File: src/rtl/gbs_pkg.sv
package gbs_pkg;

	localparam int KeptDepth = 32;
	localparam int MaxFrameBoxes = 4096;
	localparam int CntW = $clog2(KeptDepth + 1);
	localparam int PosW = $clog2(MaxFrameBoxes);
	localparam int OutPosW = 12;
	localparam int StepW = $clog2(KeptDepth + 4);
	localparam logic [StepW-1:0] LastStep = StepW'(KeptDepth + 2);
	localparam logic [15:0] ThresholdReset = 16'd29491;

	localparam logic CfgIdxThreshold = 1'b0;
	localparam logic CfgIdxAgnostic = 1'b1;

	typedef struct packed {
		logic       last_box;
		logic [6:0] class_label;
		logic [15:0] box_height;
		logic [15:0] box_width;
		logic [15:0] box_top;
		logic [15:0] box_left;
	} gbs_in_t;

	typedef struct packed {
		logic        frame_end;
		logic        store_overflow;
		logic [11:0] box_position;
		logic        kept;
	} gbs_out_t;

	typedef struct packed {
		logic [15:0] l;
		logic [15:0] t;
		logic [15:0] w;
		logic [15:0] h;
		logic [6:0]  label;
		logic [31:0] area;
	} gbs_entry_t;

	typedef struct packed {
		logic       valid;
		gbs_entry_t entry;
	} gbs_link_t;

	typedef enum logic [1:0] {
		ST_IDLE,
		ST_SCAN,
		ST_DONE
	} gbs_state_t;

endpackage

File: src/rtl/gbs_cell.sv
module gbs_cell
	import gbs_pkg::*;
(
	input  logic      clk,
	input  logic      arst_n,
	input  logic      clear,
	input  logic      shift,
	input  logic      load,
	input  gbs_link_t load_data,
	input  gbs_link_t from_prev,
	output gbs_link_t cur
);

	gbs_entry_t entry_q;
	logic       valid_q;

	always_ff @(posedge clk or negedge arst_n) begin
		if (!arst_n) begin
			valid_q <= 1'b0;
		end else if (clear) begin
			valid_q <= 1'b0;
		end else if (load) begin
			valid_q <= load_data.valid;
		end else if (shift) begin
			valid_q <= from_prev.valid;
		end
	end

	always_ff @(posedge clk) begin
		if (load) begin
			entry_q <= load_data.entry;
		end else if (shift) begin
			entry_q <= from_prev.entry;
		end
	end

	assign cur.valid = valid_q;
	assign cur.entry = entry_q;

endmodule

File: config.mk
export PLATFORM = sky130hd
export DESIGN_NAME = gbs_cell
export DESIGN_NICKNAME = d
export VERILOG_FILES = /design/src/rtl/gbs_pkg.sv /design/src/rtl/gbs_cell.sv
export SDC_FILE = /design/constraint.sdc
export NUM_CORES = 1
export LEC_CHECK = 0
export ABC_AREA = 1
export ABC_CLOCK_PERIOD_IN_PS = 2310
export BUFFER_PORTS_ARGS = -buffer_cell sky130_fd_sc_hd__buf_2
export CAP_MARGIN = 25
export CORE_AREA = 2 2 124 126
export DETAILED_ROUTE_END_ITERATION = 8
export DIE_AREA = 0 0 126 128
export PLACE_DENSITY = 0.65
export RECOVER_POWER = 100
export SKIP_CTS_REPAIR_TIMING = 1
export SLEW_MARGIN = 10
export SYNTH_ARGS = -nofsm -noshare
export SYNTH_HDL_FRONTEND = slang
export SYNTH_SLANG_ARGS = --single-unit
File: constraint.sdc
create_clock -name clk -period 2.31 [get_ports clk]
set_clock_uncertainty 0.2 [all_clocks]
set_input_delay 0.462 -clock clk [delete_from_list [all_inputs] [get_ports clk]]
set_output_delay 0.462 -clock clk [all_outputs]
set_load 0.02 [all_outputs]
== Word-level counts from Yosys, hierarchy flattened ==
Cells that the tools add are included.

* Register bits after elaboration: 104
* Input port bits: 213
* Word-level logic and storage cells: 14
* Output and inout bits: 104

* Mux-type cells: 5
* Reduce and logical (&&, ||, !) cells: 2

{| class="wikitable"
|+ Operators by type and width
! operator !! count
|-
| 103-bit 2-to-1 mux || 2
|-
| 1-bit 2-to-1 mux || 3
|-
| 3-bit nonzero test || 1
|-
| 2-bit nonzero test || 1
|}

== Logic depth before layout (Yosys ltp) ==
* Depth after elaboration: 3
* Depth in mapped cells: 7
* Mapped depth without buffers: 5

== Worst setup path after synthesis ==
OpenSTA, ideal clock, no wires.

* Path kind: input port to flip-flop
* Start point: in load
* End point: reg entry_q, in the netlist cur[0] (enable)
* Stages: 3
* Setup time: 950 ps
* Required time: 1160 ps
* Arrival: 2358 ps
* Slack: -1198 ps
* Buffers on the path: 1
* Cell sequence: buf_4 inv_4 nand2_1

* Longest elaborated chain between the ends: 1

{| class="wikitable"
|+ RTL lines
! item !! line !! text
|-
| from (decl) || gbs_cell.sv:8 || <nowiki>input logic load,</nowiki>
|-
| 2-bit nonzero test (no source line) || n/a ||
|-
| to (signal assigned) || gbs_cell.sv:31 || <nowiki>entry_q <= load_data.entry;</nowiki>
|-
| to (signal assigned) || gbs_cell.sv:33 || <nowiki>entry_q <= from_prev.entry;</nowiki>
|-
| to (decl) || gbs_cell.sv:14 || <nowiki>gbs_entry_t entry_q;</nowiki>
|}

Every way passes these cells.
A chain may end at the register's enable or synchronous reset.

== Worst setup path in the final report ==
* Start point: in load
* End point: reg entry_q, in the netlist cur[19], data pin

* Longest elaborated chain between the ends: 1

{| class="wikitable"
|+ RTL lines
! item !! line !! text
|-
| 103-bit 2-to-1 mux || gbs_cell.sv:30 || <nowiki>if (load) begin</nowiki>
|}

Every way passes these cells.

==> key figures <==
Final layout
  • Most frequent cells in the layout: nand2_1, buf_2, clkbuf_1, edfxtp_1, clkbuf_16
  • Share of cells above drive strength 1: 30.2%
  • Area grow syn2layout: 42.0%
  • Commonest non-fill, non-tap cell in the layout: nand2_1
  • Net count, final: 971
  • # fillers: 1532
  • Ant. Diodes: 0

Floorplanning
  • Core area: 14900 µm²
  • # IOs: 317
  • Initial Util: 30.3%
  • Site Rows: 45
  • Die Y: 128 µm
  • Die Area: 16100 µm²
  • Die W: 126 µm

Route
  • Routed len/inst: 13.5 µm
  • Routed wire length: 12800 µm
  • First-pass DRT Iterations: 4
  • DR vias: 3960
  • DR DRC count: 0
  • DR iter-0 viols: 158
  • Vias per cell: 4.17
  • ANT nets after route: 0

Timing
  • Setup TNS: 0 ns
  • Final Max Tran Viols: 0
  • RSZ-0062 raised after global routing: no
  • Slew headroom: 24.4%
  • Final worst-path cycle share: 76.1%
  • Post-route setup slack: 0.553 ns
  • Hold slack final: 0.160 ns
  • Final setup viols: 0
  • Final Hold Fails: 0
  • Highest Clock Rate: 569 MHz
  • Crit path time final: 1.76 ns
  • Worst-Margin Slew: 1.13 ns

Critical path
  • WP data arrival: 1.76 ns
  • Crit Path Class: in -> reg
  • Worst setup EP type: register
  • Worst path cell trace: buf_4, clkbuf_4, nand2_1, nand2_1
  • Slowest cell on the critical path: clkbuf_4
  • Max incr delay on CP: 0.87 ns
  • CP max FO: 104
  • Worst setup path start: load
  • Worst reg2reg startpoint: valid_q$_DFFE_PN0P_
  • CP startpoint kind: input port
  • Most frequent CP cell: nand2_1
  • Critical path required time: 2.31 ns

GRT
  • First-pass GRT wire length: 19300 µm
  • Initial antenna violation count: 0
  • Overflow left after global routing: 0
  • Vias in the first global route: 3747
  • Maximum number of pins on one net before global-route repair: 105
  • M1 GR Usage: 17.6%
  • M2 GR Usage: 27.1%
  • Met3 Use GR: 5.51%
  • GR peak layer: met2
  • GR Util All Layers: 15.7%

Clock tree
  • Max Buffers Root-to-Sink: 2
  • CTS tree: yes
  • H-Tree Depth: 3
  • CTS clk-pin slew, worst paths: 0.07 ns
  • Clk Tree Root Cell: clkbuf_16
  • Clk_lat worst skew: 0.34 ns
  • Num CTS Buffers: 9
  • Clock Sinks: 104

Synth
  • Syn nets: 662
  • Synth Register Bits: 104
  • Syn Inst Count: 449
  • Yosys warns: 0
  • Syn avg cell area: 10.0 µm²
  • Synth Cell Area: 4510 µm²
  • Sequential area share after synthesis: 69.1%
  • Yosys cell types: 10

Outcome
  • Status: finished, final reports clean

Worst hold path
  • Hold Path Class: in -> reg
  • Min-delay src: clear

Power
  • PD cells: 738 nW/µm²
  • Leakage power: 3.16 nW
  • Max IR drop VDD: 281 µV
  • Power, Total: 4.72 mW

Place
  • Hpwl dp: 9630 µm
  • Port Buffer Count: 316
  • DP Worst Slack: 0.560 ns
  • Final Wtd Congestion: 0.767

Job
  • Max Cap Viol: 0
-- path summary, 6_finish.rpt --
check / endpoint / slack [ns] / cells past startpoint
setup / recovery: cur[19]$_DFFE_PP_ / 0.55 / 4
hold / removal: valid_q$_DFFE_PN0P_ / 0.16 / 4
setup reg to reg: valid_q$_DFFE_PN0P_ / 1.37 / 3
hold reg to reg: valid_q$_DFFE_PN0P_ / 0.42 / 3
max in group asynchronous: valid_q$_DFFE_PN0P_ / 1.60 / 2
min in group asynchronous: valid_q$_DFFE_PN0P_ / 0.21 / 2
-- area by class of cell --
type	count	area (µm²)	share of cell area, %
inverters	4	17.5	0.274
well taps	188	235	3.67
flip-flops and latches	104	3120	48.7
clock inverters	5	58.8	0.919
repair buffers	322	1550	24.2
multi-input cells	317	1190	18.6
clock buffers	10	229	3.58
-- flip-flops by register name (all words and copies together), names as in the netlist --
signal   cells
valid_q      1
cur        103
-- synth_stat cells --
master,count,area [µm²]
edfxtp_1,103,3090
buf_2,9,45.0
nor2_1,2,7.51
nand2_1,314,1180
nand3b_1,1,7.51
buf_4,9,67.6
inv_4,1,6.26
buf_6,6,67.6
inv_1,3,11.3
dfrtp_1,1,25.0
-- per-layer routing --
metal | vias up | wire, µm
li1 | 2053 | -
met1 | 1700 | 4910
met2 | 191 | 6330
met3 | 16 | 1320
met4 | 0 | 250
met5 | - | 0
-- power by group --
part,internal [mW],switching [mW],total [mW]
combinational,0.284,0.575,0.858
sequential,2.31,0.0619,2.38
clock,0.835,0.654,1.49
-- cell families after synthesis --
logic type,synth area share (%)
buf+inv,4.38
flops,69.1
simple gates,26.5
-- per-stage QoR --
stage	utilization [%]	instance area (µm²)	cells
finish	43.1	6400	950
global route	43.1	6400	950
CTS	44.0	6540	949
detailed placement	42.1	6260	934
global placement	42.1	6260	934
floorplan	-	4520	449
-- critical path: cells and delay by family --
family | cells | cell delay, ns
buffers and inverters | 2 | 0.97
and+or+nand+nor | 2 | 0.32
Power figures use the tool's default switching activity.
