==> config.mk <==
export PLATFORM = sky130hd
export DESIGN_NAME = gbs_iou_unit
export DESIGN_NICKNAME = d
export VERILOG_FILES = /design/src/rtl/gbs_pkg.sv /design/src/rtl/gbs_iou_unit.sv
export SDC_FILE = /design/constraint.sdc
export NUM_CORES = 2
export LEC_CHECK = 0
export BUFFER_PORTS_ARGS = -buffer_cell sky130_fd_sc_hd__buf_2
export CORE_MARGIN = 8
export CORE_UTILIZATION = 35
export DETAILED_ROUTE_END_ITERATION = 6
export SETUP_SLACK_MARGIN = 0.05
export SLEW_MARGIN = 40
export SYNTH_ARGS = -nofsm -noshare
export SYNTH_HDL_FRONTEND = slang
export SYNTH_SLANG_ARGS = --single-unit
==> constraint.sdc <==
create_clock -name clk -period 27.5 [get_ports clk]
set_input_delay 8.25 -clock clk [delete_from_list [all_inputs] [get_ports clk]]
set_output_delay 8.25 -clock clk [all_outputs]
set_load 0.02 [all_outputs]
==> src/rtl/gbs_pkg.sv <==
package gbs_pkg;

	localparam int KeptDepth = 32;
	localparam int MaxFrameBoxes = 4096;
	localparam int CntW = $clog2(KeptDepth + 1);
	localparam int PosW = $clog2(MaxFrameBoxes);
	localparam int OutPosW = 12;
	localparam int StepW = $clog2(KeptDepth + 4);
	localparam logic [StepW-1:0] LastStep = StepW'(KeptDepth + 2);
	localparam logic [15:0] ThresholdReset = 16'd29491;

	localparam logic CfgIdxThreshold = 1'b0;
	localparam logic CfgIdxAgnostic = 1'b1;

	typedef struct packed {
		logic       last_box;
		logic [6:0] class_label;
		logic [15:0] box_height;
		logic [15:0] box_width;
		logic [15:0] box_top;
		logic [15:0] box_left;
	} gbs_in_t;

	typedef struct packed {
		logic        frame_end;
		logic        store_overflow;
		logic [11:0] box_position;
		logic        kept;
	} gbs_out_t;

	typedef struct packed {
		logic [15:0] l;
		logic [15:0] t;
		logic [15:0] w;
		logic [15:0] h;
		logic [6:0]  label;
		logic [31:0] area;
	} gbs_entry_t;

	typedef struct packed {
		logic       valid;
		gbs_entry_t entry;
	} gbs_link_t;

	typedef enum logic [1:0] {
		ST_IDLE,
		ST_SCAN,
		ST_DONE
	} gbs_state_t;

endpackage

==> src/rtl/gbs_iou_unit.sv <==
module gbs_iou_unit
	import gbs_pkg::*;
(
	input  logic        clk,
	input  logic        en,
	input  gbs_entry_t  box,
	input  gbs_link_t   kept,
	input  logic [15:0] threshold,
	input  logic        agnostic,
	output logic        hit
);

	logic [16:0] ar, ab, er, eb, lo_x, hi_x, lo_y, hi_y;
	logic [16:0] ox, oy;
	logic [16:0] ox_s1, oy_s1;
	logic [31:0] area_a_s1, area_e_s1;
	logic        act_s1;
	logic [33:0] inter_s2;
	logic [33:0] uni_s2;
	logic        act_s2;
	logic [49:0] lhs;
	logic [49:0] rhs;

	always_comb begin
		ar = {1'b0, box.l} + {1'b0, box.w};
		ab = {1'b0, box.t} + {1'b0, box.h};
		er = {1'b0, kept.entry.l} + {1'b0, kept.entry.w};
		eb = {1'b0, kept.entry.t} + {1'b0, kept.entry.h};
		lo_x = (box.l > kept.entry.l) ? {1'b0, box.l} : {1'b0, kept.entry.l};
		hi_x = (ar < er) ? ar : er;
		lo_y = (box.t > kept.entry.t) ? {1'b0, box.t} : {1'b0, kept.entry.t};
		hi_y = (ab < eb) ? ab : eb;
		ox = (hi_x > lo_x) ? hi_x - lo_x : 17'd0;
		oy = (hi_y > lo_y) ? hi_y - lo_y : 17'd0;
	end

	always_ff @(posedge clk) begin
		ox_s1     <= ox;
		oy_s1     <= oy;
		area_a_s1 <= box.area;
		area_e_s1 <= kept.entry.area;
		act_s1    <= en && kept.valid && (agnostic || (kept.entry.label == box.label));
		inter_s2  <= {17'd0, ox_s1} * {17'd0, oy_s1};
		uni_s2    <= {2'b0, area_a_s1} + {2'b0, area_e_s1};
		act_s2    <= act_s1;
	end

	always_comb begin
		logic [33:0] u;
		u = uni_s2 - inter_s2;
		lhs = {inter_s2, 16'd0};
		rhs = {34'd0, threshold} * {16'd0, u};
		hit = act_s2 && (u != 34'd0) && (lhs > rhs);
	end

endmodule

Word-level counts from Yosys, hierarchy flattened
Cells that the tools add are included.
- order comparisons: 7
- equal/unequal tests: 1
- $add $sub $neg: 8
- muxes and demuxes: 4
- multiply operators: 2
- reductions and logical operators: 6
- operators with widths (cell ; count):
    adder 16 x 16 -> 17 bit ; 4
    greater-than comparator 50 bit ; 1
    multiplier 16 x 34 -> 50 bit ; 1
    greater-than comparator 17 x 16 -> 1 bit ; 2
    less-than comparator 17 bit ; 2
    multiplier 17 x 17 -> 34 bit ; 1
    two-way mux 17 bit ; 2
    nonzero test 34 bit ; 1
    subtractor 17 x 16 -> 17 bit ; 2
    subtractor 33 x 34 -> 34 bit ; 1
    adder 32 x 32 -> 33 bit ; 1
    greater-than comparator 16 bit ; 2
    two-way mux 16 bit ; 2
    == test 7 bit ; 1
    logical AND 1 bit ; 4
    logical OR 1 bit ; 1
- input port bits: 226
- register bits after elaboration: 167

Longest topological paths before layout
- depth after elaboration: 4
- mapped depth: 45
- mapped depth without buffers: 43

Worst setup path after synthesis
OpenSTA, ideal clock, no wires.
- path kind: in2out
- from: input threshold[7]
- to: output hit
- buffers on the path: 2
- path slack: 3.212 ns
- cell stages on the path: 34
- arrival time: 16.038 ns
- cells stage by stage: clkbuf_1 -> clkbuf_1 -> nand2_1 -> fa_1 -> inv_1 -> fa_1 -> inv_1 -> fa_1 -> inv_1 -> fa_1 -> inv_1 -> fa_1 -> inv_1 -> fa_1 -> ha_1 -> a21o_1 -> a21o_1 -> a21oi_1 -> nor3_1 -> a2111oi_0 -> nor2_1 -> a2111oi_1 -> o31ai_1 -> a21oi_1 -> xnor2_1 -> ha_1 -> nand2_1 -> nor3_1 -> nand4_1 -> or3_1 -> o22ai_1 -> a2111oi_0 -> a211o_1 -> a21oi_1
- word-level cells in the longest chain between the ends: 3
- ends and longest elaborated chain (item ; line ; text):
    start, declared ; gbs_iou_unit.sv:8 ; input logic [15:0] threshold,
    multiplier 16 x 34 -> 50 bit ; gbs_iou_unit.sv:52 ; rhs = {34'd0, threshold} * {16'd0, u};
    greater-than comparator 50 bit ; gbs_iou_unit.sv:53 ; hit = act_s2 && (u != 34'd0) && (lhs > rhs);
    logical AND 1 bit ; gbs_iou_unit.sv:53 ;
    end, declared ; gbs_iou_unit.sv:10 ; output logic hit
Every way passes these cells.

Final worst setup path
Ends and elaborated chain as after synthesis.

==> key figures <==
Outcome
  • Status: complete, no violations

Finish
  • Fin util: 38.2%
  • Share of cells above drive strength 1: 7.01%
  • Design area: approximately 44000 um2
  • Layout Nets: ~6.2k
  • Area Overhead vs Synth: 8.30%

Hold path
  • WHS Path Cells: 0
  • Hold EP: act_s2
  • Min-delay src: act_s1
  • Hold Crit Class: flop to flop

Synthesis
  • Mapped cell area: between 40000 and 50000 um2
  • Count leader, synth: inv_1
  • Synth area leader: fa_1
  • Top cells by area, synth: fa_1, ha_1, dfxtp_1, inv_1, nand2_1
  • Sequential-to-total area share from yosys stat: about 8.3%
  • Syn_nets: between 6k and 7k
  • Synth top cells by count: inv_1, fa_1, nand2_1
  • Post-synth EDFFs: 0
  • Area share of the largest cell type after synthesis: ~34%
  • Synth unique cells: 88
  • Post-synthesis register bit count: between 150 and 200
  • Synth Warn #: 0
  • Syn_area_per_cell: 8.58 um2
  • Syn Inst Count: around 4.7k
  • Ys flop type: dfxtp_1
  • Post-synth ARST share: 0%

Worst setup path
  • Worst Path Max Fanout: 34
  • CP arrival: ~18 ns
  • Reg2Reg Depth: 21
  • RR Endpoint: inter_s2[32]
  • Crit start category: input port
  • CP Class: input port to output port
  • R2R Setup Slk: roughly 21 ns
  • Critical Path Most Common Cell: fa_1
  • Crit. End Element: output port
  • Max incr delay on CP: 0.60 ns
  • Slowest cell on crit path: fa_1
  • WP data required: between 15 and 20 ns
  • Worst r2r src: ox_s1[8]

Floorplan
  • Core Rows: roughly 120
  • Starting Density: a little over a third
  • DIE AREA: 126000 um2
  • Die W: approximately 360 um
  • Core area: 114000 um2
  • # IOs: roughly 230
  • Die height: around 360 um

Timing
  • Final setup fails: 0
  • Period minus WS final: around 26 ns
  • Fin crit share: around 94%
  • Setup TNS: 0 ns
  • Worst slew margin: 42.8%
  • Fin Clk Skew: ~0.017 ns
  • Worst-Margin Slew: 0.858 ns
  • RSZ-0062 raised after global routing: no
  • Final hold vios: 0
  • Peak Freq: slightly below 0.04 GHz
  • PnR worst setup slack: approximately 1.7 ns
  • Slew Viols, Final: 0

Clock network
  • Hold_buf cts: 0
  • Sinks on Clock Net: 167
  • H-tree depth: 4
  • Later-pin clock latency in the skew report: 0.50 ns
  • Post-CTS setup buffers: 0
  • Clk root buf: clkbuf_16
  • Clock tree buffer depth: 2
  • Post-cts sizing count: 0
  • Clock transition at path regs: 0.08 ns
  • TritonCTS clock tree: yes
  • CTS Buf Count: 17

Global routing
  • Grt total ovfl: 0
  • Global-route wire length before repair: approximately 180 mm
  • Initial antenna violation count: 16
  • Total GRT Usage: between 10% and 20%
  • Number of global-route vias before repair: roughly 34k
  • Largest net degree at the start of global routing: 35

Route
  • First-pass iteration count of the detailed router: 5
  • Post-route DRC: 0
  • DRT iter0 DRCs: around 1.6k
  • Via count: 31.7k
  • Overall routed net length: about 110 mm
  • Post-DR wirelength/cell: 17.0 um
  • Vias per std cell: roughly 5
  • Antenna-violating nets left: 0

Place
  • Port Buffer Count: approximately 230
  • GPL Wtd Cong: a little over 0.9
  • Worst slack, placed: 1.76 ns
  • HPWL Detailed: between 90 and 100 mm
  • Post-placement cell area: 43100 um2

Flow run
  • Maxcap violations: 0
## per-layer routing
metal / GRT usage, % / vias up / wire length [um]
met5: 0 / - / 77
met4: 4.43 / 12 / 2250
li1: - / 15100 / -
met1: 23.3 / 15500 / 48600
met3: 3.74 / 129 / 8200
met2: 28.1 / 926 / 48800
## how the worst max path moves through the flow
stage                             from  end  cells past startpoint  slack [ns]
after global placement    threshold[7]  hit                     34        1.96
after detailed placement  threshold[7]  hit                     34        1.76
after global routing      threshold[7]  hit                     34        1.22
after floorplan           threshold[7]  hit                     34        3.21
final                     threshold[7]  hit                     34        1.73
after CTS                 threshold[7]  hit                     34        1.73
## flip-flops by register name, summed over array words and instances, names as in the netlist
name       cells
act_s1         1
act_s2         1
area_a_s1     32
area_e_s1     32
inter_s2      34
ox_s1         17
oy_s1         17
uni_s2        33
## cell families after synthesis
kind of cell / count (synthesis) / synth area share, %
compound gates: 706 / 11.6
mux: 44 / 1.10
fa+ha+maj: 1167 / 48.8
simple gates: 1395 / 16.3
xor+xnor: 199 / 4.34
flops: 167 / 8.29
buf+inv: 1023 / 9.58
## cell type report
type,count,area (um2)
flip-flops and latches,167,3340
repair buffers,259,1380
multi-input cells,3511,33200
fillers,11700,70600
clock buffers,17,425
well taps,1512,1890
diodes,9,22.5
inverters,864,3240
clock inverters,15,181
## stage by stage
step | hold slack [ns] | cells
after CTS | 0.332 | 6345
after floorplan | 0.310 | 4701
after detailed placement | 0.312 | 6313
final | 0.330 | 6354
after global routing | 0.337 | 6346
after global placement | 0.317 | 6313
## worst max-delay path, delay by kind of cell
family | cells | cell delay, ns
adder cells (fa/ha/maj) | 8 | 3.84
buffers and inverters | 7 | 1.12
XOR/XNOR | 1 | 0.09
AO/OA/AOI/OAI | 11 | 2.84
AND/OR/NAND/NOR | 7 | 1.34
## cell usage in the layout, fill, tap and decap left out, types with 6 or more instances in the layout
cell         n
a211o_1     10
a211oi_1    22
a21boi_0     8
a21o_1     136
a21oi_1    189
a31oi_1     25
and2_1     267
and3_1      29
buf_2      226
buf_4       33
clkbuf_16   17
dfxtp_1    167
diode_2      9
fa_1       678
ha_1       489
inv_1      864
mux2i_1     42
nand2_1    671
nand2b_1    34
nand3_1     26
nand4_1     39
nor2_1     163
nor2b_1     53
nor3_1      53
nor4_1       6
o2111ai_1    6
o21a_1      46
o21ai_0    114
o21ai_1     15
o21bai_1    32
o31ai_1     17
o41ai_1      7
or2_2        8
or3_1       18
xnor2_1    124
xor2_1      72
Power is not shown: default switching activity piles up to over one toggle a cycle in this logic, so the estimate is an artifact.
